<file path="src/rtl/core/sfrc_pkg.sv">
// Shared types, byte codes and the CRC-16 byte step for the stuffed frame receiver.
// No dependencies; the top level, front end, queue and back end use this package.
package sfrc_pkg;

    localparam int FRAME_BYTES_DEF = 64;
    localparam int POS_W_MAX       = 6;
    localparam int QUEUE_DEPTH     = 4;

    localparam logic [7:0] BYTE_START   = 8'h01;
    localparam logic [7:0] BYTE_END     = 8'h03;
    localparam logic [7:0] BYTE_ESC     = 8'h10;
    localparam logic [7:0] BYTE_ESC_STA = 8'h81;
    localparam logic [7:0] BYTE_ESC_END = 8'h83;
    localparam logic [7:0] BYTE_ESC_ESC = 8'h90;
    localparam logic [7:0] TYPE_ABORT_A = 8'h14;
    localparam logic [7:0] TYPE_ABORT_B = 8'h15;
    localparam logic [7:0] TYPE_CACHE   = 8'h12;

    localparam logic [15:0] CRC_POLY = 16'h1021;

    typedef enum logic
    {
        CMD_WRITE,
        CMD_END
    } cmd_kind_t;

    typedef struct packed
    {
        cmd_kind_t             kind;
        logic [POS_W_MAX-1:0]  pos;
        logic [7:0]            data;
    } cmd_t;

    typedef enum logic [2:0]
    {
        BK_IDLE,
        BK_WALK_RD,
        BK_WALK_USE,
        BK_REPLAY_RD,
        BK_REPLAY_OUT,
        BK_ERROR
    } back_state_t;

    function automatic logic [15:0] crc16_byte(input logic [15:0] crc_in,
                                               input logic [7:0]  data);
        logic [15:0] crc;
        logic        fb;
        crc = crc_in;
        for (int b = 7; b >= 0; b--)
        begin
            fb  = data[b] ^ crc[15];
            crc = {crc[14:0], 1'b0};
            if (fb)
            begin
                crc = crc ^ CRC_POLY;
            end
        end
        return crc;
    endfunction

endpackage

</file>
<file path="src/rtl/core/sfrc_rx_if.sv">
// Raw link byte channel: valid/ready handshake with one received byte.
// Stands alone; used by the front end and the top level.
interface sfrc_rx_if;
    logic       valid;
    logic       ready;
    logic [7:0] rx_byte;

    modport source (output valid, output rx_byte, input ready);
    modport sink   (input valid, input rx_byte, output ready);
endinterface

</file>
<file path="src/rtl/core/sfrc_frm_if.sv">
// Frame result channel: valid/ready handshake with one unstuffed byte and flags.
// Stands alone; used by the back end and the top level.
interface sfrc_frm_if;
    logic       valid;
    logic       ready;
    logic [7:0] frame_byte;
    logic       last;
    logic       status;
    logic       for_cache;

    modport source (output valid, output frame_byte, output last, output status,
                    output for_cache, input ready);
    modport sink   (input valid, input frame_byte, input last, input status,
                    input for_cache, output ready);
endinterface

</file>
<file path="src/rtl/core/stuffed_frame_receiver_crc16.sv">
// Top level of the stuffed frame receiver with CRC-16 check.
// Depends on sfrc_pkg, sfrc_rx_if, sfrc_frm_if, sfrc_front, sfrc_queue, sfrc_back.
//
//   channel | dir | handshake   | word
//   rx      | in  | valid/ready | rx_byte
//   frm     | out | valid/ready | frame_byte, last, status, for_cache
//
// Link bytes are taken one per cycle while the command queue has room.
// On an end byte the back end walks the store for the CRC, reading each byte in
// WALK_RD and using it in WALK_USE; a good frame is then replayed through REPLAY_RD
// and REPLAY_OUT. Bytes of the next frame queue up meanwhile.
// Reset clears framing, queue and sequencer state; the frame store holds no reset.
// A stalled frm holds the back end; a full queue then holds rx.
module stuffed_frame_receiver_crc16 #(
    parameter int FRAME_BYTES = sfrc_pkg::FRAME_BYTES_DEF
) (
    input  logic        clk,
    input  logic        rst_n,
    sfrc_rx_if.sink     rx,
    sfrc_frm_if.source  frm
);

    logic            push_valid;
    logic            push_ready;
    sfrc_pkg::cmd_t  push_cmd;
    logic            pop_valid;
    logic            pop_ready;
    sfrc_pkg::cmd_t  pop_cmd;

    sfrc_front #(
        .FRAME_BYTES (FRAME_BYTES)
    ) u_front (
        .clk        (clk),
        .rst_n      (rst_n),
        .rx         (rx),
        .push_valid (push_valid),
        .push_ready (push_ready),
        .push_cmd   (push_cmd)
    );

    sfrc_queue u_queue (
        .clk        (clk),
        .rst_n      (rst_n),
        .push_valid (push_valid),
        .push_ready (push_ready),
        .push_cmd   (push_cmd),
        .pop_valid  (pop_valid),
        .pop_ready  (pop_ready),
        .pop_cmd    (pop_cmd)
    );

    sfrc_back #(
        .FRAME_BYTES (FRAME_BYTES)
    ) u_back (
        .clk       (clk),
        .rst_n     (rst_n),
        .pop_valid (pop_valid),
        .pop_ready (pop_ready),
        .pop_cmd   (pop_cmd),
        .frm       (frm)
    );

`ifndef SYNTHESIS
    a_push_has_room: assert property (@(posedge clk) disable iff (!rst_n)
        push_valid |-> push_ready)
        else $error("command pushed into a full queue");

    a_end_leaves_idle: assert property (@(posedge clk) disable iff (!rst_n)
        (pop_valid && pop_ready && (pop_cmd.kind == sfrc_pkg::CMD_END)) |=> !pop_ready)
        else $error("back end kept popping after an end command");

    a_error_word: assert property (@(posedge clk) disable iff (!rst_n)
        (frm.valid && frm.status) |-> (frm.last && !frm.for_cache &&
                                       (frm.frame_byte == 8'h00)))
        else $error("malformed error word");
`endif

endmodule

</file>
<file path="src/rtl/core/sfrc_front.sv">
// Front end: takes raw link bytes, tracks framing and escapes, issues store commands.
// Depends on sfrc_pkg and sfrc_rx_if.
module sfrc_front #(
    parameter int FRAME_BYTES = sfrc_pkg::FRAME_BYTES_DEF
) (
    input  logic              clk,
    input  logic              rst_n,
    sfrc_rx_if.sink           rx,
    output logic              push_valid,
    input  logic              push_ready,
    output sfrc_pkg::cmd_t    push_cmd
);

    localparam int POS_W = $clog2(FRAME_BYTES);
    localparam logic [POS_W-1:0] LIMIT = POS_W'(FRAME_BYTES - 10);

    logic [POS_W-1:0] byte_count_reg, byte_count_next;
    logic             in_frame_reg, in_frame_next;
    logic             escape_reg, escape_next;

    logic             accept;
    logic             in_frame_eff;
    logic             abort_hit;
    logic             overflow_hit;
    logic             esc_hit;
    logic [7:0]       esc_dec;

    assign rx.ready     = push_ready;
    assign accept       = rx.valid && push_ready;
    assign in_frame_eff = in_frame_reg || (rx.rx_byte == sfrc_pkg::BYTE_START);
    assign abort_hit    = (byte_count_reg == POS_W'(1)) &&
                          ((rx.rx_byte == sfrc_pkg::TYPE_ABORT_A) ||
                           (rx.rx_byte == sfrc_pkg::TYPE_ABORT_B));
    assign overflow_hit = byte_count_reg > LIMIT;

    always_comb
    begin
        esc_hit = 1'b1;
        esc_dec = 8'h00;
        case (rx.rx_byte)
            sfrc_pkg::BYTE_ESC_STA: esc_dec = sfrc_pkg::BYTE_START;
            sfrc_pkg::BYTE_ESC_END: esc_dec = sfrc_pkg::BYTE_END;
            sfrc_pkg::BYTE_ESC_ESC: esc_dec = sfrc_pkg::BYTE_ESC;
            default:                esc_hit = 1'b0;
        endcase
    end

    always_comb
    begin
        byte_count_next = byte_count_reg;
        in_frame_next   = in_frame_reg;
        escape_next     = escape_reg;
        push_valid      = 1'b0;
        push_cmd.kind   = sfrc_pkg::CMD_WRITE;
        push_cmd.pos    = sfrc_pkg::POS_W_MAX'(byte_count_reg);
        push_cmd.data   = rx.rx_byte;
        if (accept)
        begin
            if (abort_hit || overflow_hit)
            begin
                byte_count_next = '0;
                in_frame_next   = 1'b0;
                escape_next     = 1'b0;
            end
            else if (in_frame_eff)
            begin
                push_valid    = 1'b1;
                in_frame_next = 1'b1;
                if (rx.rx_byte == sfrc_pkg::BYTE_END)
                begin
                    push_cmd.kind   = sfrc_pkg::CMD_END;
                    byte_count_next = '0;
                    in_frame_next   = 1'b0;
                    escape_next     = 1'b0;
                end
                else if (escape_reg && esc_hit)
                begin
                    push_cmd.pos  = sfrc_pkg::POS_W_MAX'(byte_count_reg - POS_W'(1));
                    push_cmd.data = esc_dec;
                    escape_next   = 1'b0;
                end
                else
                begin
                    escape_next     = (rx.rx_byte == sfrc_pkg::BYTE_ESC);
                    byte_count_next = byte_count_reg + POS_W'(1);
                end
            end
        end
    end

    always_ff @(posedge clk or negedge rst_n)
    begin
        if (!rst_n)
        begin
            byte_count_reg <= '0;
            in_frame_reg   <= 1'b0;
            escape_reg     <= 1'b0;
        end
        else
        begin
            byte_count_reg <= byte_count_next;
            in_frame_reg   <= in_frame_next;
            escape_reg     <= escape_next;
        end
    end

endmodule

</file>
<file path="src/rtl/core/sfrc_queue.sv">
// Short command queue between the front end and the back end.
// Depends on sfrc_pkg.
module sfrc_queue (
    input  logic              clk,
    input  logic              rst_n,
    input  logic              push_valid,
    output logic              push_ready,
    input  sfrc_pkg::cmd_t    push_cmd,
    output logic              pop_valid,
    input  logic              pop_ready,
    output sfrc_pkg::cmd_t    pop_cmd
);

    localparam int DEPTH = sfrc_pkg::QUEUE_DEPTH;
    localparam int PTR_W = $clog2(DEPTH);
    localparam int CNT_W = $clog2(DEPTH + 1);

    sfrc_pkg::cmd_t   entry_reg [DEPTH];
    logic [PTR_W-1:0] wr_ptr_reg, wr_ptr_next;
    logic [PTR_W-1:0] rd_ptr_reg, rd_ptr_next;
    logic [CNT_W-1:0] count_reg, count_next;

    logic do_push;
    logic do_pop;

    assign push_ready = count_reg != CNT_W'(DEPTH);
    assign pop_valid  = count_reg != '0;
    assign pop_cmd    = entry_reg[rd_ptr_reg];
    assign do_push    = push_valid && push_ready;
    assign do_pop     = pop_valid && pop_ready;

    always_comb
    begin
        wr_ptr_next = wr_ptr_reg;
        rd_ptr_next = rd_ptr_reg;
        count_next  = count_reg;
        if (do_push)
        begin
            wr_ptr_next = (wr_ptr_reg == PTR_W'(DEPTH - 1)) ? '0 : wr_ptr_reg + PTR_W'(1);
        end
        if (do_pop)
        begin
            rd_ptr_next = (rd_ptr_reg == PTR_W'(DEPTH - 1)) ? '0 : rd_ptr_reg + PTR_W'(1);
        end
        if (do_push && !do_pop)
        begin
            count_next = count_reg + CNT_W'(1);
        end
        else if (do_pop && !do_push)
        begin
            count_next = count_reg - CNT_W'(1);
        end
    end

    always_ff @(posedge clk)
    begin
        if (do_push)
        begin
            entry_reg[wr_ptr_reg] <= push_cmd;
        end
    end

    always_ff @(posedge clk or negedge rst_n)
    begin
        if (!rst_n)
        begin
            wr_ptr_reg <= '0;
            rd_ptr_reg <= '0;
            count_reg  <= '0;
        end
        else
        begin
            wr_ptr_reg <= wr_ptr_next;
            rd_ptr_reg <= rd_ptr_next;
            count_reg  <= count_next;
        end
    end

endmodule

</file>
<file path="src/rtl/core/sfrc_back.sv">
// Back end: owns the frame store, runs the CRC walk and replays good frames.
// Depends on sfrc_pkg and sfrc_frm_if.
module sfrc_back #(
    parameter int FRAME_BYTES = sfrc_pkg::FRAME_BYTES_DEF
) (
    input  logic              clk,
    input  logic              rst_n,
    input  logic              pop_valid,
    output logic              pop_ready,
    input  sfrc_pkg::cmd_t    pop_cmd,
    sfrc_frm_if.source        frm
);

    localparam int POS_W = $clog2(FRAME_BYTES);

    logic [7:0]             store_reg [FRAME_BYTES];
    logic [7:0]             rd_data_reg;

    sfrc_pkg::back_state_t  state_reg, state_next;
    logic [POS_W-1:0]       idx_reg, idx_next;
    logic [POS_W-1:0]       end_reg, end_next;
    logic [15:0]            crc_reg, crc_next;
    logic [7:0]             rcv_lo_reg, rcv_lo_next;
    logic                   cache_reg, cache_next;

    logic                   out_valid_reg, out_valid_next;
    logic [7:0]             out_byte_reg, out_byte_next;
    logic                   out_last_reg, out_last_next;
    logic                   out_status_reg, out_status_next;
    logic                   out_cache_reg, out_cache_next;

    logic                   out_free;
    logic                   out_load;
    logic                   rd_en;
    logic                   wr_en;
    logic [POS_W-1:0]       pop_pos;
    logic [POS_W-1:0]       end_m1;
    logic [POS_W-1:0]       end_m2;
    logic                   walk_last;
    logic                   replay_last;
    logic [15:0]            rcv_word;
    logic                   frame_good;

    assign out_free    = !out_valid_reg || frm.ready;
    assign pop_pos     = pop_cmd.pos[POS_W-1:0];
    assign end_m1      = end_reg - POS_W'(1);
    assign end_m2      = end_reg - POS_W'(2);
    assign walk_last   = idx_reg == end_m1;
    assign replay_last = idx_reg == end_reg;
    assign rcv_word    = {rd_data_reg, rcv_lo_reg};
    assign frame_good  = (rcv_word == crc_reg) && (rcv_word != 16'h0000);

    assign frm.valid      = out_valid_reg;
    assign frm.frame_byte = out_byte_reg;
    assign frm.last       = out_last_reg;
    assign frm.status     = out_status_reg;
    assign frm.for_cache  = out_cache_reg;

    always_comb
    begin
        state_next = state_reg;
        case (state_reg)
            sfrc_pkg::BK_IDLE:
            begin
                if (pop_valid && (pop_cmd.kind == sfrc_pkg::CMD_END))
                begin
                    state_next = (pop_pos < POS_W'(2)) ? sfrc_pkg::BK_ERROR
                                                       : sfrc_pkg::BK_WALK_RD;
                end
            end
            sfrc_pkg::BK_WALK_RD:
            begin
                state_next = sfrc_pkg::BK_WALK_USE;
            end
            sfrc_pkg::BK_WALK_USE:
            begin
                if (!walk_last)
                begin
                    state_next = sfrc_pkg::BK_WALK_RD;
                end
                else
                begin
                    state_next = frame_good ? sfrc_pkg::BK_REPLAY_RD : sfrc_pkg::BK_ERROR;
                end
            end
            sfrc_pkg::BK_REPLAY_RD:
            begin
                state_next = sfrc_pkg::BK_REPLAY_OUT;
            end
            sfrc_pkg::BK_REPLAY_OUT:
            begin
                if (out_free)
                begin
                    state_next = replay_last ? sfrc_pkg::BK_IDLE : sfrc_pkg::BK_REPLAY_RD;
                end
            end
            sfrc_pkg::BK_ERROR:
            begin
                if (out_free)
                begin
                    state_next = sfrc_pkg::BK_IDLE;
                end
            end
            default:
            begin
                state_next = sfrc_pkg::BK_IDLE;
            end
        endcase
    end

    always_comb
    begin
        idx_next        = idx_reg;
        end_next        = end_reg;
        crc_next        = crc_reg;
        rcv_lo_next     = rcv_lo_reg;
        cache_next      = cache_reg;
        pop_ready       = 1'b0;
        wr_en           = 1'b0;
        rd_en           = 1'b0;
        out_load        = 1'b0;
        out_byte_next   = out_byte_reg;
        out_last_next   = out_last_reg;
        out_status_next = out_status_reg;
        out_cache_next  = out_cache_reg;
        case (state_reg)
            sfrc_pkg::BK_IDLE:
            begin
                pop_ready = 1'b1;
                if (pop_valid)
                begin
                    wr_en = 1'b1;
                    if (pop_cmd.kind == sfrc_pkg::CMD_END)
                    begin
                        end_next   = pop_pos;
                        idx_next   = '0;
                        crc_next   = 16'h0000;
                        cache_next = 1'b0;
                    end
                end
            end
            sfrc_pkg::BK_WALK_RD:
            begin
                rd_en = 1'b1;
            end
            sfrc_pkg::BK_WALK_USE:
            begin
                if ((idx_reg != '0) && (idx_reg < end_m2))
                begin
                    crc_next = sfrc_pkg::crc16_byte(crc_reg, rd_data_reg);
                end
                if (idx_reg == end_m2)
                begin
                    rcv_lo_next = rd_data_reg;
                end
                if (idx_reg == POS_W'(1))
                begin
                    cache_next = (rd_data_reg == sfrc_pkg::TYPE_CACHE);
                end
                idx_next = walk_last ? '0 : idx_reg + POS_W'(1);
            end
            sfrc_pkg::BK_REPLAY_RD:
            begin
                rd_en = 1'b1;
            end
            sfrc_pkg::BK_REPLAY_OUT:
            begin
                if (out_free)
                begin
                    out_load        = 1'b1;
                    out_byte_next   = rd_data_reg;
                    out_last_next   = replay_last;
                    out_status_next = 1'b0;
                    out_cache_next  = cache_reg;
                    idx_next        = idx_reg + POS_W'(1);
                end
            end
            sfrc_pkg::BK_ERROR:
            begin
                if (out_free)
                begin
                    out_load        = 1'b1;
                    out_byte_next   = 8'h00;
                    out_last_next   = 1'b1;
                    out_status_next = 1'b1;
                    out_cache_next  = 1'b0;
                end
            end
            default:
            begin
                pop_ready = 1'b0;
            end
        endcase
        if (out_load)
        begin
            out_valid_next = 1'b1;
        end
        else
        begin
            out_valid_next = out_valid_reg && !frm.ready;
        end
    end

    always_ff @(posedge clk)
    begin
        if (wr_en)
        begin
            store_reg[pop_pos] <= pop_cmd.data;
        end
        if (rd_en)
        begin
            rd_data_reg <= store_reg[idx_reg];
        end
        if (out_load)
        begin
            out_byte_reg   <= out_byte_next;
            out_last_reg   <= out_last_next;
            out_status_reg <= out_status_next;
            out_cache_reg  <= out_cache_next;
        end
        idx_reg    <= idx_next;
        end_reg    <= end_next;
        crc_reg    <= crc_next;
        rcv_lo_reg <= rcv_lo_next;
        cache_reg  <= cache_next;
    end

    always_ff @(posedge clk or negedge rst_n)
    begin
        if (!rst_n)
        begin
            state_reg     <= sfrc_pkg::BK_IDLE;
            out_valid_reg <= 1'b0;
        end
        else
        begin
            state_reg     <= state_next;
            out_valid_reg <= out_valid_next;
        end
    end

endmodule

</file>
<file path="src/flat_wrapper.sv">
// flat-port wrapper written by rule: the top's interface ports become plain ports
module stuffed_frame_receiver_crc16_flat 
#(
    parameter int FRAME_BYTES = sfrc_pkg::FRAME_BYTES_DEF
)
  (clk, rst_n, rx_valid, rx_rx_byte, rx_ready, frm_valid, frm_frame_byte, frm_last, frm_status, frm_for_cache, frm_ready);
  sfrc_rx_if rx_i ();
  sfrc_frm_if frm_i ();
  input  logic clk;
  input  logic rst_n;
  input wire logic [$bits(rx_i.valid)-1:0] rx_valid;
  input wire logic [$bits(rx_i.rx_byte)-1:0] rx_rx_byte;
  output wire logic [$bits(rx_i.ready)-1:0] rx_ready;
  output wire logic [$bits(frm_i.valid)-1:0] frm_valid;
  output wire logic [$bits(frm_i.frame_byte)-1:0] frm_frame_byte;
  output wire logic [$bits(frm_i.last)-1:0] frm_last;
  output wire logic [$bits(frm_i.status)-1:0] frm_status;
  output wire logic [$bits(frm_i.for_cache)-1:0] frm_for_cache;
  input wire logic [$bits(frm_i.ready)-1:0] frm_ready;
  assign rx_i.valid = rx_valid;
  assign rx_i.rx_byte = rx_rx_byte;
  assign rx_ready = rx_i.ready;
  assign frm_valid = frm_i.valid;
  assign frm_frame_byte = frm_i.frame_byte;
  assign frm_last = frm_i.last;
  assign frm_status = frm_i.status;
  assign frm_for_cache = frm_i.for_cache;
  assign frm_i.ready = frm_ready;
  stuffed_frame_receiver_crc16 #(.FRAME_BYTES(FRAME_BYTES)) u_core (.clk(clk), .rst_n(rst_n), .rx(rx_i), .frm(frm_i));
endmodule
</file>
<file path="config.mk">
export PLATFORM = sky130hd
export DESIGN_NAME = stuffed_frame_receiver_crc16_flat
export DESIGN_NICKNAME = d
export VERILOG_FILES = /design/src/rtl/core/sfrc_pkg.sv /design/src/rtl/core/sfrc_rx_if.sv /design/src/rtl/core/sfrc_frm_if.sv /design/src/rtl/core/stuffed_frame_receiver_crc16.sv /design/src/rtl/core/sfrc_front.sv /design/src/rtl/core/sfrc_queue.sv /design/src/rtl/core/sfrc_back.sv /design/src/flat_wrapper.sv
export SDC_FILE = /design/constraint.sdc
export NUM_CORES = 1
export LEC_CHECK = 0
export ABC_AREA = 1
export BUFFER_PORTS_ARGS = -buffer_cell sky130_fd_sc_hd__clkbuf_2
export CAP_MARGIN = 20
export CORE_ASPECT_RATIO = 1.25
export CORE_MARGIN = 8
export CORE_UTILIZATION = 35
export DETAILED_ROUTE_END_ITERATION = 12
export SLEW_MARGIN = 15
export SYNTH_ARGS = -nofsm -noshare
export SYNTH_HDL_FRONTEND = slang
export SYNTH_SLANG_ARGS = --single-unit
</file>
<file path="constraint.sdc">
create_clock -name clk -period 3.4 [get_ports clk]
set_clock_uncertainty 0.1 [all_clocks]
set_input_delay 0.68 -clock clk [delete_from_list [all_inputs] [get_ports clk]]
set_output_delay 0.68 -clock clk [all_outputs]
set_load 0.1 [all_outputs]
</file>
==> results.py, run 1 <==
metrics = {
    "status": {
        "outcome": "complete, no violations",
    },
    "cells_and_area": {
        "num_antenna_cells": 0,
        "largest_reg_flops": 512,
        "drive_gt1_share_pct": 11.6,
        "final_area_sq_um": 31400,
        "final_util_pct": 40.0,
        "fin_cells": 3604,
        "nets": 2540,
        "areaGrowthSynthToFinish_pct": 13.8,
    },
    "synth": {
        "ys_warn_count": 0,
        "synthCells": 2414,
        "synth_edf_count": 628,
        "synth.ff_latch_count": 647,
        "synth_area_sq_um": 27600,
        "ys.flop_type": "edfxtp_1",
        "avgSynthCellArea_sq_um": 11.4,
        "synthDistinctLibCells": 42,
        "yosysSeqAreaShare_pct": 70.1,
        "async_reset_ff_share_pct": 2.94,
        "synth_fp_nets": 2449,
    },
    "critical_path": {
        "endpoint_kind": "register",
        "worstSetupStartpointType": "register",
        "arrival_ps": 2940,
        "rr_worst_depth": 12,
        "r2r_slack_ps": 660,
        "cp.required_ps": 3600,
        "cp_max_fo": 16,
        "worstSetupPathType": "reg -> reg",
    },
    "floorplan": {
        "die_y_um": 330,
        "dieArea_sq_um": 88100,
        "num_rows": 115,
        "core_sq_um": 78400,
        "ioPinCount": 25,
        "dieWidth_um": 267,
        "start_util_pct": 35.2,
    },
    "detailed_routing": {
        "viasPerCell": 5.02,
        "drt-pass1-iter-count": 5,
        "vias": 18100,
        "totalWireLength_um": 70300,
        "drc_errors": 0,
        "drt_iter0_markers": 1737,
        "postRouteAntennaNets": 0,
        "wl_per_cell_um": 19.5,
    },
    "worst_hold_path": {
        "whs_path_depth": 1,
        "hold_class": "in -> reg",
    },
    "timing": {
        "timing.final.crit_share_pct": 80.6,
        "slew_violations": 0,
        "rsz0062_at_grt": "no",
        "tns_ps": 0,
        "tightestPinTransition_ps": 910,
        "timing.fmax_mhz": 365,
        "setup_viol": 0,
        "maxSlewHeadroom_pct": 39.1,
        "fin_ws_ps": 659,
        "min_period_ps": 2740,
        "hold_viol": 0,
    },
    "power_and_ir_drop": {
        "swShare_pct": 40.6,
        "pwr_density_cell_nw_per_um2": 933,
        "internal_power_w": 0.0174,
        "comb_power_share_pct": 39.3,
        "peakVddDrop_v": 0.000664,
        "clkPwrFrac_pct": 20.9,
        "pwr-share-seq_pct": 39.8,
        "switching_power_w": 0.0119,
        "p_leak_nw": 11.1,
    },
    "clocking": {
        "cts-root-buf": "clkbuf_16",
        "cts_buffers": 58,
        "clk_pin_slew_ps": 70,
        "cts_tree": "yes",
        "clockBufferDepth": 3,
        "cts.sinks": 647,
        "clk_latency_ps": 620,
        "post_cts_buffers": 0,
        "cts.htree.levels": 2,
    },
    "place": {
        "dpl_worst_slack_ps": 610,
        "hpwl_um": 43800,
        "place_area_sq_um": 29700,
        "gp_congestion": 0.865,
        "dp.cells": 3497,
        "io_buffers": 24,
    },
    "global_routing": {
        "grt_pass1_vias": 17900,
        "grt-ovfl-total": 0,
        "grt_max_degree": 115,
        "grt_util_all_layers_pct": 15.7,
        "antenna_found_initial": 0,
        "grt_first_pass_wirelength_um": 108000,
    },
    "flow_run": {
        "cap_viol_max_count": 0,
    },
}
cell usage after synthesis (all sizes together), types with 11 or more instances:
library cell / number / area (sq um)
nand3: 140 / 748
ha: 22 / 275
dfrtp: 19 / 475
xnor2: 12 / 105
nand2: 328 / 1250
clkbuf: 66 / 248
buf: 58 / 373
o211ai: 55 / 413
o22ai: 22 / 138
o21ai: 297 / 1500
nor3: 17 / 90.1
a21oi: 44 / 220
edfxtp: 628 / 18900
nor2: 520 / 2000
xor2: 12 / 105
nand4: 11 / 81.3
inv: 135 / 507
or2: 17 / 106
placed cells by master, fill, tap and decap left out, types with 9 or more instances in the layout:
cell,netlist,layout
nand4_1,9,9
xor2_1,12,12
buf_12,0,13
ha_1,22,22
clkinv_1,1,20
a21oi_1,44,44
o22ai_1,22,14
inv_2,13,12
o211ai_1,55,55
buf_4,26,117
nand3_1,135,135
xnor2_1,12,12
nor2_1,514,512
clkinv_2,0,9
clkbuf_1,66,12
o21ai_0,295,295
inv_1,122,122
clkbuf_2,0,24
edfxtp_1,628,628
clkbuf_16,0,59
nand2_2,9,9
nand2_1,319,319
dfrtp_1,19,19
or2_2,17,17
nor3_1,16,16
stage by stage:
| step | hold slack (ps) | power, W |
|---|---|---|
| final | 209 | 0.0293 |
| after CTS | 164 | 0.0295 |
| after floorplan | 284 | 0.0189 |
| after global routing | 198 | 0.0309 |
| after global placement | 399 | 0.0231 |
| after detailed placement | 393 | 0.0234 |
final timing paths:
kind / startpoint / to
setup / recovery: u_core.u_back.end_reg[1] / u_core.u_back.crc_reg[14]
hold / removal: rx_rx_byte[5] / u_core.u_queue.entry_reg[2][5]
setup reg to reg: u_core.u_back.end_reg[1] / u_core.u_back.crc_reg[14]
hold reg to reg: u_core.u_queue.count_reg[2] / u_core.u_queue.count_reg[2]
max in group asynchronous: rst_n / u_core.u_back.frm.valid
min in group asynchronous: rst_n / u_core.u_front.byte_count_reg[2]
routing by layer:
layer / wire length, um / track usage, %
met4: 2230 / 5.49
met1: 28700 / 19.7
met3: 3700 / 2.07
met2: 35700 / 27.8
met5: 0 / 0
cell families after synthesis:
family          after synthesis  share of synthesized area [%]
fa+ha+maj                    23                           1.07
simple gates               1034                           15.5
xor+xnor                     24                          0.762
compound gates              425                           8.44
flops                       647                           70.1
buf+inv                     260                           4.10
mux                           1                         0.0408
final cells by class:
class / count / area (sq um)
Timing Repair Buffer: 155 / 1270
Sequential cell: 647 / 19300
Tap cell: 1053 / 1320
Clock buffer: 71 / 1520
Clock inverter: 35 / 194
Multi-Input combinational cell: 1507 / 7240
Inverter: 136 / 515
Fill cell: 7388 / 47000
timing repair:
item | 4_1_cts | 5_1_grt
hold buffers | 1 | 0
hold endpoints to repair | 19 | 0
gates resized for setup | 0 | 0
critical path: stages, from the launching register on:
cell and delay, ps:
edfxtp_1 410, inv_1 150, ha_1 260, nand2_1 80, nor2_1 150, xor2_1 180
ha_1 260, nand2_1 110, nor2_1 60, o21ai_0 70, o2111ai_1 170, a21oi_1 160
buf_4 260
power groups by stage:
stage / registers (W) / clock network, W / logic, W
floorplan: 0.0120 / 0 / 0.00690
global placement: 0.0118 / 0 / 0.0113
detailed placement: 0.0118 / 0 / 0.0116
CTS: 0.0117 / 0.00624 / 0.0116
global route: 0.0117 / 0.00650 / 0.0126
finish: 0.0117 / 0.00613 / 0.0115
Note: power is estimated with default switching activity, not from simulation.
==> run 2: changes to the inputs <==
clock period = 2.5 ns   (was 3.4 ns; I/O delays follow)
==> results.py, run 2 (synthesis results as in run 1) <==
metrics = {
    "status": {
        "outcome": "finished with violations",
        "violations": "setup timing",
    },
    "power_and_ir_drop": {
        "p_leak_nw": 11.6,
        "pwr_density_cell_nw_per_um2": 1300,
        "peakVddDrop_v": 0.00103,
        "finalPower_w": 0.0421,
    },
    "place": {
        "dpl_worst_slack_ps": 32.6,
        "gp_congestion": 0.903,
        "io_buffers": 24,
        "hpwl_um": 45800,
    },
    "global_routing": {
        "grt_first_pass_wirelength_um": 107000,
        "grt_pass1_vias": 18200,
        "grt_max_degree": 65,
        "antenna_found_initial": 0,
        "grt_util_all_layers_pct": 15.7,
        "grt-ovfl-total": 0,
    },
    "detailed_routing": {
        "drt_iter0_markers": 1773,
        "drt-pass1-iter-count": 5,
        "drc_errors": 0,
        "vias": 18300,
        "wl_per_cell_um": 19.3,
        "viasPerCell": 4.99,
        "postRouteAntennaNets": 0,
        "totalWireLength_um": 70700,
    },
    "timing": {
        "maxSlewHeadroom_pct": 63.7,
        "holdWs_ps": 51.9,
        "fin_ws_ps": -22.3,
        "timing.final.crit_share_pct": 101,
        "hold_viol": 0,
        "rsz0062_at_grt": "yes",
        "slew_violations": 0,
        "timing.fmax_mhz": 396,
        "setup_viol": 8,
        "min_period_ps": 2520,
        "tightestPinTransition_ps": 539,
    },
    "critical_path": {
        "cp-endpoint": "u_core.u_back.crc_reg[2]",
        "worstSetupStartpointType": "register",
        "endpoint_kind": "register",
        "critPathTopFamily": "compound AO/OA/AOI/OAI gates",
        "crit_cells": 12,
        "crit_chain": "inv_2 -> ha_4 -> nand2_4 -> nor2_4 -> xor2_1 -> ha_1 -> nand2_2 -> nor2_1 -> o21ai_1 -> o2111ai_2 -> a21oi_4 -> clkbuf_16",
        "r2r_end": "u_core.u_back.crc_reg[2]",
        "worstSetupPathType": "reg -> reg",
        "slowest_delay_ps": 420,
        "r2r_slack_ps": -20,
        "cpMaxStageDelayCell": "edfxtp_1",
        "r2r_start": "u_core.u_back.end_reg[2]",
        "cp_max_fo": 8,
        "worst-path-buf-inv": 2,
        "rr_worst_depth": 12,
        "arrival_ps": 2760,
        "cp.required_ps": 2740,
        "critPathLaunch": "u_core.u_back.end_reg[2]",
    },
    "floorplan": {
        "start_util_pct": 35.2,
        "dieWidth_um": 267,
        "die_y_um": 330,
        "num_rows": 115,
        "dieArea_sq_um": 88100,
        "core_sq_um": 78400,
        "ioPinCount": 25,
    },
    "cells_and_area": {
        "final_common_cell": "edfxtp_1",
        "num_antenna_cells": 0,
        "areaGrowthSynthToFinish_pct": 17.5,
        "nets": 2603,
        "drive_gt1_share_pct": 14.7,
        "fillers": 7263,
        "largest_reg_flops": 512,
        "layout_common_cells": "628 x edfxtp_1, 504 x nor2_1, 312 x nand2_1",
    },
    "clocking": {
        "clk_latency_ps": 610,
        "clockBufferDepth": 3,
        "cts_tree": "yes",
        "cts.sinks": 647,
        "cts_buffers": 60,
        "cts-root-buf": "clkbuf_16",
        "cts.htree.levels": 2,
        "clk_pin_slew_ps": 70,
    },
    "worst_hold_path": {
        "hold_class": "in -> reg",
        "whs_path_depth": 1,
    },
    "flow_run": {
        "cap_viol_max_count": 0,
    },
}
[run 2: worst min-delay path by stage]
stage                        startpoint                              to  slack (ps)
final                     rx_rx_byte[4]  u_core.u_queue.entry_reg[0][4]          50
after global routing      rx_rx_byte[4]  u_core.u_queue.entry_reg[0][4]          40
after CTS                 rx_rx_byte[4]  u_core.u_queue.entry_reg[0][4]          20
after detailed placement          rst_n     u_core.u_queue.count_reg[2]         410
after global placement            rst_n    u_core.u_queue.rd_ptr_reg[0]         400
after floorplan                   rst_n         u_core.u_back.frm.valid         100
[run 2: where the power goes]
group	leakage (nW)	internal [W]	total (W)	switching, W
logic	4.76	0.00508	0.0172	0.0121
registers	5.93	0.0152	0.0158	0.000653
clock network	0.929	0.00517	0.00910	0.00393
[run 2: layout make-up]
cell class | count | area, sq um | share of cell area [%]
multi-input combinational | 1507 | 7340 | 22.6
sequential | 647 | 19300 | 59.6
clock buffer | 72 | 1570 | 4.84
inverter | 136 | 520 | 1.61
timing repair buffer | 216 | 1960 | 6.06
tap | 1053 | 1320 | 4.06
clock inverter | 40 | 372 | 1.15
[run 2: metrics by stage]
stage | util (%) | setup TNS, ps | area (sq um) | instances
2_1_floorplan | - | 0 | 27700 | 2414
4_1_cts | 41.1 | 0 | 32300 | 3665
6_report | 41.3 | -174 | 32400 | 3671
3_5_place_dp | 38.6 | 0 | 30300 | 3552
3_3_place_gp | 38.6 | -33.0 | 30300 | 3552
5_1_grt | 41.3 | -1480 | 32400 | 3671
[run 2: layer usage]
metal / vias up / part of all wire, % / routed length [um] / global-route usage, %
li1: 8720 / - / - / -
met1: 9011 / 40 / 28300 / 18.7
met2: 487 / 52 / 36600 / 28.3
met3: 115 / 4.5 / 3180 / 1.91
met4: 0 / 3.8 / 2710 / 6.64
met5: - / 0 / 0 / 0
[run 2: what timing repair did]
item                                    CTS  global route
hold buffers                              1             0
endpoints found under the setup margin    0            71
buffers inserted                          0             5
hold endpoints to repair                 19             0
gates resized for setup                   0            28
